`src/rtl/okvt_pkg.sv`:
```
// ----------------------------------------------------------------------------
// Ordered key-value table package
// Operation and status codes and the command word broadcast to the cells.
// ----------------------------------------------------------------------------
package okvt_pkg;

   typedef enum logic [2:0] {
      OP_SET    = 3'd0,
      OP_GET    = 3'd1,
      OP_ACCESS = 3'd2,
      OP_DELETE = 3'd3,
      OP_CLEAR  = 3'd4,
      OP_READ   = 3'd5
   } op_type;

   typedef enum logic [1:0] {
      ST_OK        = 2'd0,
      ST_NOT_FOUND = 2'd1,
      ST_FULL      = 2'd2
   } status_type;

   // One command goes to every cell; each cell decides from its own index
   // whether the command concerns it.
   typedef struct packed {
      logic capture;   // Compare the incoming key and hold the match.
      logic update;    // The matching cell takes the new value.
      logic append;    // The first free cell takes the key and new value.
      logic remove;    // Cells from the deleted one upward take their neighbor.
   } cell_cmd_type;

endpackage

```
`src/rtl/ordered_key_value_table.sv`:
```
// ----------------------------------------------------------------------------
// Ordered key-value table
// Fixed-size key-value table kept in insertion order, built as a row of
// entry cells that compare in parallel and shift down on delete.
// ----------------------------------------------------------------------------
//
//   Channel   Direction  Handshake            Payload
//   req_      in         req_valid/req_stall  operation, key_in, value_in, position
//   rsp_      out        rsp_valid/rsp_stall  hit, status, key_out, value_out,
//                                             entry_count
//
// When a request is accepted, every cell compares its key with the request
// key and registers a match flag; in the busy state, the match flags are
// reduced to an index and a value, the response is written to the output
// register and the cells update (write, append or shift down).
// No new request is taken until the busy state has finished.
// A stalled response holds the busy state until the output register frees.
// Reset is synchronous and empties the table at once; the entry storage
// itself is never cleared, since only entries below the count are read.
//
module ordered_key_value_table #(
   parameter int DEPTH      = 16,
   parameter int KEY_BITS   = 32,
   parameter int VALUE_BITS = 32
) (
   input  logic               clock,
   input  logic               reset,
   input  logic               req_valid,
   output logic               req_stall,
   input  logic [2:0]         req_operation,
   input  logic signed [31:0] req_key_in,
   input  logic [31:0]        req_value_in,
   input  logic [3:0]         req_position,
   output logic               rsp_valid,
   input  logic               rsp_stall,
   output logic               rsp_hit,
   output logic [1:0]         rsp_status,
   output logic signed [31:0] rsp_key_out,
   output logic [31:0]        rsp_value_out,
   output logic [4:0]         rsp_entry_count
);

   localparam int IDX_BITS = $clog2(DEPTH);
   localparam int CNT_BITS = $clog2(DEPTH + 1);

   // The controller is either waiting for a request or finishing one.
   typedef enum logic [1:0] {
      S_IDLE = 2'b01,
      S_BUSY = 2'b10
   } state_type;

   state_type              state_ff, state_in;
   okvt_pkg::op_type       op_ff;
   logic [KEY_BITS-1:0]    key_ff;
   logic [VALUE_BITS-1:0]  value_ff;
   logic [3:0]             pos_ff;
   logic [CNT_BITS-1:0]    used_ff, used_in;

   logic                   rsp_valid_ff, rsp_valid_in;
   logic                   rsp_hit_ff;
   okvt_pkg::status_type   rsp_status_ff;
   logic [31:0]            rsp_key_ff;
   logic [31:0]            rsp_value_ff;
   logic [4:0]             rsp_count_ff;

   logic                   accept;
   logic                   complete;
   logic [KEY_BITS-1:0]    req_key;
   okvt_pkg::cell_cmd_type cmd;
   logic [VALUE_BITS-1:0]  new_value;

   logic [KEY_BITS-1:0]    cell_key   [DEPTH];
   logic [VALUE_BITS-1:0]  cell_value [DEPTH];
   logic [DEPTH-1:0]       match_vec;

   logic                   found_hit;
   logic [IDX_BITS-1:0]    found_index;
   logic [VALUE_BITS-1:0]  found_value;
   logic [KEY_BITS-1:0]    read_key;
   logic [VALUE_BITS-1:0]  read_value;
   logic                   pos_ok;
   logic                   is_full;

   logic                   hit_c;
   okvt_pkg::status_type   status_c;
   logic [KEY_BITS-1:0]    key_c;
   logic [VALUE_BITS-1:0]  value_c;

   // Requests are held off during reset and while one is being finished.
   assign req_stall = reset || (state_ff != S_IDLE);
   assign accept    = req_valid && !req_stall;

   // The key is sign-extended from its port width and kept on KEY_BITS bits.
   assign req_key   = KEY_BITS'(req_key_in);

   // The busy state finishes only when the output register can take the
   // response, either because it is empty or because it is being drained.
   assign complete  = (state_ff == S_BUSY) && !(rsp_valid_ff && rsp_stall);

   // Only a Set writes the request value; Access appends a zero value.
   assign new_value = (op_ff == okvt_pkg::OP_SET) ? value_ff : '0;

   // The row of cells. The top cell never shifts, so it is fed its own entry.
   for (genvar g = 0; g < DEPTH; g++) begin : g_cell
      logic [KEY_BITS-1:0]   up_key;
      logic [VALUE_BITS-1:0] up_value;

      if (g == DEPTH - 1) begin : g_top
         assign up_key   = cell_key[g];
         assign up_value = cell_value[g];
      end else begin : g_mid
         assign up_key   = cell_key[g + 1];
         assign up_value = cell_value[g + 1];
      end

      okvt_cell #(
         .KEY_BITS   (KEY_BITS),
         .VALUE_BITS (VALUE_BITS),
         .IDX_BITS   (IDX_BITS),
         .CNT_BITS   (CNT_BITS),
         .INDEX      (g)
      ) u_cell (
         .clock      (clock),
         .cmd        (cmd),
         .req_key    (accept ? req_key : key_ff),
         .new_value  (new_value),
         .used       (used_ff),
         .del_index  (found_index),
         .next_key   (up_key),
         .next_value (up_value),
         .key_ff     (cell_key[g]),
         .value_ff   (cell_value[g]),
         .match_ff   (match_vec[g])
      );
   end

   // Keys in the table are unique, so at most one cell matches and the index
   // and value of the match can be gathered by a plain OR across the row.
   always_comb begin
      found_hit   = |match_vec;
      found_index = '0;
      found_value = '0;
      read_key    = '0;
      read_value  = '0;
      for (int i = 0; i < DEPTH; i++) begin
         if (match_vec[i]) begin
            found_index = found_index | IDX_BITS'(i);
            found_value = found_value | cell_value[i];
         end
         if (32'(pos_ff) == 32'(i)) begin
            read_key   = cell_key[i];
            read_value = cell_value[i];
         end
      end
   end

   assign pos_ok  = 32'(pos_ff) < 32'(used_ff);
   assign is_full = used_ff == CNT_BITS'(DEPTH);

   // Operation decode for the finishing cycle. Cell commands other than capture
   // and the count only take effect when the response is actually written.
   always_comb begin
      cmd         = '0;
      cmd.capture = accept;
      hit_c       = 1'b0;
      status_c    = okvt_pkg::ST_OK;
      key_c       = '0;
      value_c     = '0;
      used_in     = used_ff;
      unique case (op_ff)
         okvt_pkg::OP_SET, okvt_pkg::OP_ACCESS: begin
            if (found_hit) begin
               hit_c      = 1'b1;
               value_c    = (op_ff == okvt_pkg::OP_SET) ? value_ff : found_value;
               cmd.update = complete && (op_ff == okvt_pkg::OP_SET);
            end else if (is_full) begin
               status_c   = okvt_pkg::ST_FULL;
            end else begin
               value_c    = new_value;
               cmd.append = complete;
               used_in    = used_ff + CNT_BITS'(1);
            end
         end
         okvt_pkg::OP_GET: begin
            if (found_hit) begin
               hit_c    = 1'b1;
               value_c  = found_value;
            end else begin
               status_c = okvt_pkg::ST_NOT_FOUND;
            end
         end
         okvt_pkg::OP_DELETE: begin
            if (found_hit) begin
               hit_c      = 1'b1;
               value_c    = found_value;
               cmd.remove = complete;
               used_in    = used_ff - CNT_BITS'(1);
            end else begin
               status_c   = okvt_pkg::ST_NOT_FOUND;
            end
         end
         okvt_pkg::OP_CLEAR: begin
            used_in = '0;
         end
         okvt_pkg::OP_READ: begin
            if (pos_ok) begin
               hit_c    = 1'b1;
               key_c    = read_key;
               value_c  = read_value;
            end else begin
               status_c = okvt_pkg::ST_NOT_FOUND;
            end
         end
         default: begin
            // Unused operation codes leave the table as it is.
            used_in = used_ff;
         end
      endcase
   end

   always_comb begin
      state_in = state_ff;
      unique case (state_ff)
         S_IDLE: begin
            if (accept) begin
               state_in = S_BUSY;
            end
         end
         S_BUSY: begin
            if (complete) begin
               state_in = S_IDLE;
            end
         end
         default: begin
            state_in = S_IDLE;
         end
      endcase
   end

   assign rsp_valid_in = complete || (rsp_valid_ff && rsp_stall);

   always_ff @(posedge clock) begin
      if (reset) begin
         state_ff     <= S_IDLE;
         used_ff      <= '0;
         rsp_valid_ff <= 1'b0;
      end else begin
         state_ff     <= state_in;
         rsp_valid_ff <= rsp_valid_in;
         if (complete) begin
            used_ff <= used_in;
         end
      end
   end

   // Request and response payload registers.
   always_ff @(posedge clock) begin
      if (accept) begin
         op_ff    <= okvt_pkg::op_type'(req_operation);
         key_ff   <= req_key;
         value_ff <= VALUE_BITS'(req_value_in);
         pos_ff   <= req_position;
      end
      if (complete) begin
         rsp_hit_ff    <= hit_c;
         rsp_status_ff <= status_c;
         rsp_key_ff    <= 32'(key_c);
         rsp_value_ff  <= 32'(value_c);
         rsp_count_ff  <= 5'(used_in);
      end
   end

   assign rsp_valid       = rsp_valid_ff;
   assign rsp_hit         = rsp_hit_ff;
   assign rsp_status      = rsp_status_ff;
   assign rsp_key_out     = rsp_key_ff;
   assign rsp_value_out   = rsp_value_ff;
   assign rsp_entry_count = rsp_count_ff;

endmodule

```
`src/rtl/okvt_cell.sv`:
```
// ----------------------------------------------------------------------------
// Ordered key-value table cell
// Holds one entry, compares it against the request key and shifts down from
// its upper neighbor when the entry at or below it is deleted.
// ----------------------------------------------------------------------------
module okvt_cell #(
   parameter int KEY_BITS   = 32,
   parameter int VALUE_BITS = 32,
   parameter int IDX_BITS   = 4,
   parameter int CNT_BITS   = 5,
   parameter int INDEX      = 0
) (
   input  logic                      clock,
   input  okvt_pkg::cell_cmd_type    cmd,
   input  logic [KEY_BITS-1:0]       req_key,
   input  logic [VALUE_BITS-1:0]     new_value,
   input  logic [CNT_BITS-1:0]       used,
   input  logic [IDX_BITS-1:0]       del_index,
   input  logic [KEY_BITS-1:0]       next_key,
   input  logic [VALUE_BITS-1:0]     next_value,
   output logic [KEY_BITS-1:0]       key_ff,
   output logic [VALUE_BITS-1:0]     value_ff,
   output logic                      match_ff
);

   logic [KEY_BITS-1:0]   key_in;
   logic [VALUE_BITS-1:0] value_in;
   logic                  match_in;
   logic                  is_live;
   logic                  is_tail;
   logic                  takes_next;

   assign is_live    = CNT_BITS'(INDEX) < used;
   assign is_tail    = CNT_BITS'(INDEX) == used;
   assign takes_next = (IDX_BITS'(INDEX) >= del_index) && (CNT_BITS'(INDEX + 1) < used);

   always_comb begin
      key_in   = key_ff;
      value_in = value_ff;
      match_in = match_ff;
      if (cmd.capture) begin
         match_in = is_live && (key_ff == req_key);
      end
      priority if (cmd.append && is_tail) begin
         key_in   = req_key;
         value_in = new_value;
      end else if (cmd.update && match_ff) begin
         value_in = new_value;
      end else if (cmd.remove && takes_next) begin
         key_in   = next_key;
         value_in = next_value;
      end else begin
         key_in   = key_ff;
      end
   end

   always_ff @(posedge clock) begin
      key_ff   <= key_in;
      value_ff <= value_in;
      match_ff <= match_in;
   end

endmodule

```
`config.mk`:
```
export PLATFORM = sky130hd
export DESIGN_NAME = ordered_key_value_table
export DESIGN_NICKNAME = d
export VERILOG_FILES = /design/src/rtl/okvt_pkg.sv /design/src/rtl/ordered_key_value_table.sv /design/src/rtl/okvt_cell.sv
export SDC_FILE = /design/constraint.sdc
export NUM_CORES = 2
export LEC_CHECK = 0
export BUFFER_PORTS_ARGS = -buffer_cell sky130_fd_sc_hd__buf_2
export CAP_MARGIN = 25
export CORE_MARGIN = 5
export CORE_UTILIZATION = 30
export DETAILED_ROUTE_END_ITERATION = 6
export PLACE_DENSITY = 0.43
export SYNTH_ARGS = -nofsm -noshare
export SYNTH_HDL_FRONTEND = slang
export SYNTH_SLANG_ARGS = --single-unit
```
`constraint.sdc`:
```
create_clock -name clock -period 10.2 [get_ports clock]
set_clock_uncertainty 0.2 [all_clocks]
set_input_delay 1.02 -clock clock [delete_from_list [all_inputs] [get_ports clock]]
set_output_delay 1.02 -clock clock [all_outputs]
set_load 0.1 [all_outputs]
```
==> impl_metrics.yaml <==
synthesis:
  ys_async_sr_fraction_pct: 0
  synth_cells: 6157
  syn_avg_cell_area_sq_um: 11.2
  synthFlopType: "edfxtp_1"
  syn-num-nets: 6240
  synth_warnings: 0
  seq_area_frac_synth_pct: 51.3
  synth_seq_cells: 1191
  synth.distinct_cells: 85
  syn_area_sq_um: 68900
  synth_edf_count: 1151
min_path:
  min_path_type: "input port to flip-flop"
  min-delay-start: "req_value_in[14]"
cells_and_area:
  finalNetCount: 6129
  final_cell_mix: "1151 x edfxtp_1, 563 x a21oi_1, 524 x nor2_1"
  fillers: 22939
  multiInputGateArea_sq_um: 31200
  drive_gt1_share_pct: 20.4
  layout.cells.most_common: "edfxtp_1"
  syn_to_final_growth_pct: 13.5
  fin_area_sq_um: 78200
  register_area_sq_um: 35400
  fin_util_pct: 34.1
  fin_cells: 9206
clock_tree:
  cts_tree: "built"
  insertion_delay_ns: 0.84
  post-cts-setup-buffers: 0
  post_cts_resize_count: 0
  cts.sinks: 1191
  h-tree-depth: 4
  cts_max_path_buffers: 3
  cts_root_buffer: "clkbuf_16"
  postCtsHoldBufs: 0
  cts_inserted_buffers: 148
  clkTransAtPathRegs_ns: 0.06
floorplanning:
  start_util_pct: 30.0
  die_h_microns: 489
  dieWidth_microns: 489
  rows: 176
  dieArea_sq_um: 239000
  core-area_sq_um: 229000
  ioPinCount: 149
run_status:
  violations: "DRC"
  status: "complete, but fails checks"
place:
  dp_cells: 8916
  port_buffers: 148
  gp_congestion: 1.01
  dp_hpwl_mm: 244
  place_area_sq_um: 73200
worst_setup_path:
  max_stage_delay_ns: 0.73
  cp_slowest_cell: "a21o_4"
  crit_chain: "buf_4, or4_1, nor4_2, buf_4, nand4_1, nor2_4, buf_4, a21o_4, nand2b_2, buf_4"
  crit_path_start: "g_cell[11].u_cell.match_ff$_DFFE_PP_"
  cp.arrival_ns: 6.47
  crit_fanout: 65
  crit_top_cell: "buf_4"
  cp_data_required_time_ns: 10.44
  crit_family: "simple AND/OR/NAND/NOR gates"
  startpoint_type: "flip-flop"
  critPathCaptureType: "flip-flop"
  timing.rr.start: "g_cell[11].u_cell.match_ff$_DFFE_PP_"
  worst-path-buf-inv: 4
  path_class: "flip-flop to flip-flop"
drt:
  drt-total-wl_mm: 371
  num_vias: 58470
  detail-route-antenna-nets: 0
  drt_iter0_drc: 8756
  wl_per_cell_microns: 40.3
  drc: 7
  vias_per_cell: 6.35
  firstDrtPassIters: 7
timing:
  finalSetupViolCount: 0
  fin_crit_ns: 6.23
  final_max_slew_viol_count: 0
  fin_tns_setup_ns: 0
  tightest_slew_ns: 1.18
  hold_viol: 0
  rsz0062_at_grt: "false"
  relSlewSlack_pct: 21.3
  period_share_pct: 61.0
  fmax_mhz: 161
run:
  drv_cap: 0
global_route:
  grt-ovfl-total: 0
  grt_max_degree: 122
  antenna_found_initial: 29
  grt_pass1_wl_mm: 495
  grt_use_total_pct: 29.8
  first_global_vias: 55181
power:
  vdd_ir_drop_max_mv: 0.141
  power_leakage_nw: 26.2
  power_density_nw_per_um2: 163
## logic make-up after synthesis
| family | synth area share [%] |
|---|---|
| AO/OA/AOI/OAI | 16.7 |
| XOR/XNOR | 6.15 |
| adder cells (fa/ha/maj) | 0.145 |
| buffers and inverters | 4.47 |
| flip-flops | 51.3 |
| multiplexers | 12.4 |
| AND/OR/NAND/NOR | 8.72 |
## worst paths after layout
path / end / slack (ns) / depth (start not counted)
worst min-delay path: value_ff[14]$_DFFE_PP_ / 0.17 / 1
worst min register to register: state_ff[1]$_SDFFE_PP0P_ / 0.36 / 2
worst max register to register: g_cell[9].u_cell.value_ff[13]$_DFFE_PP_ / 3.97 / 10
worst max-delay path: g_cell[9].u_cell.value_ff[13]$_DFFE_PP_ / 3.97 / 10
## area by class of cell
cell class,instances,area share (%)
clock buffers,194,5.21
well taps,3026,4.84
diodes,10,0.0320
repair buffers,348,3.07
multi-input cells,4228,39.9
inverters,129,0.632
clock inverters,80,1.04
flip-flops and latches,1191,45.2
## worst reg2reg max path, stage by stage (launching register included)
cell,delay [ns]
edfxtp_1,0.50
buf_4,0.46
or4_1,0.75
nor4_2,0.39
buf_4,0.28
nand4_1,0.62
nor2_4,0.29
buf_4,0.67
a21o_4,0.73
nand2b_2,0.27
buf_4,0.55
## metrics by stage
step | hold WS (ns) | setup slack [ns] | total power, W
6_report | 0.175 | 3.97 | 0.0128
5_1_grt | 0.161 | 3.96 | 0.0130
4_1_cts | 0.142 | 4.11 | 0.0128
3_5_place_dp | 0.357 | 4.14 | 0.00729
3_3_place_gp | 0.334 | 4.00 | 0.00730
2_1_floorplan | 0.304 | 2.23 | 0.00644
## layer usage
layer	up-vias	GRT usage, %	routed length (microns)
met5	-	0	80
li1	23213	-	-
met1	29998	38.2	142000
met3	966	6.41	37200
met2	4281	46.6	166000
met4	12	17.3	25500
## Yosys cell counts, drive strengths merged, types with 12 or more instances
| cell type | number | area, sq um |
|---|---|---|
| a21o | 22 | 165 |
| o21a | 15 | 113 |
| o22ai | 107 | 669 |
| a221oi | 175 | 1530 |
| a211o | 15 | 131 |
| nor2 | 535 | 2010 |
| and2 | 44 | 275 |
| a21oi | 564 | 2820 |
| nand2b | 40 | 250 |
| and3 | 28 | 175 |
| o2111ai | 15 | 131 |
| nand4 | 86 | 538 |
| o31ai | 23 | 173 |
| o21ai | 311 | 1560 |
| nand3 | 60 | 300 |
| nor2b | 15 | 93.8 |
| a31oi | 21 | 131 |
| inv | 125 | 469 |
| nor4 | 94 | 594 |
| or4 | 13 | 109 |
| a22oi | 78 | 586 |
| edfxtp | 1151 | 34600 |
| a222oi | 36 | 360 |
| nor3 | 45 | 225 |
| mux2 | 528 | 6490 |
| nand2 | 313 | 1170 |
| xor2 | 185 | 1620 |
| a22o | 170 | 1490 |
| mux4 | 38 | 856 |
| buf | 185 | 1010 |
| a211oi | 25 | 188 |
| dfxtp | 40 | 801 |
| a31o | 12 | 105 |
| xnor2 | 299 | 2620 |
| o221ai | 50 | 438 |
| a2bb2oi | 20 | 175 |
| clkbuf | 424 | 1590 |
| mux2i | 119 | 1220 |
## where the power goes
| part | internal [W] | total [W] | switching [W] | leakage, nW |
|---|---|---|---|---|
| Sequential | 0.00534 | 0.00547 | 0.000127 | 10.7 |
| Clock | 0.00317 | 0.00550 | 0.00233 | 2.36 |
| Combinational | 0.000494 | 0.00180 | 0.00130 | 13.1 |
| Total | 0.00901 | 0.0128 | 0.00376 | 26.2 |
## flip-flops by register name (all words and copies together), names as in the netlist
name / count
g_cell.u_cell.key_ff: 512
rsp_key_out: 32
state_ff: 2
rsp_value_out: 32
key_ff: 32
op_ff: 3
rsp_status: 2
value_ff: 32
rsp_entry_count: 5
rsp_valid: 1
used_ff: 5
g_cell.u_cell.value_ff: 512
rsp_hit: 1
pos_ff: 4
g_cell.u_cell.match_ff: 16
Power figures use the tool's default switching activity.
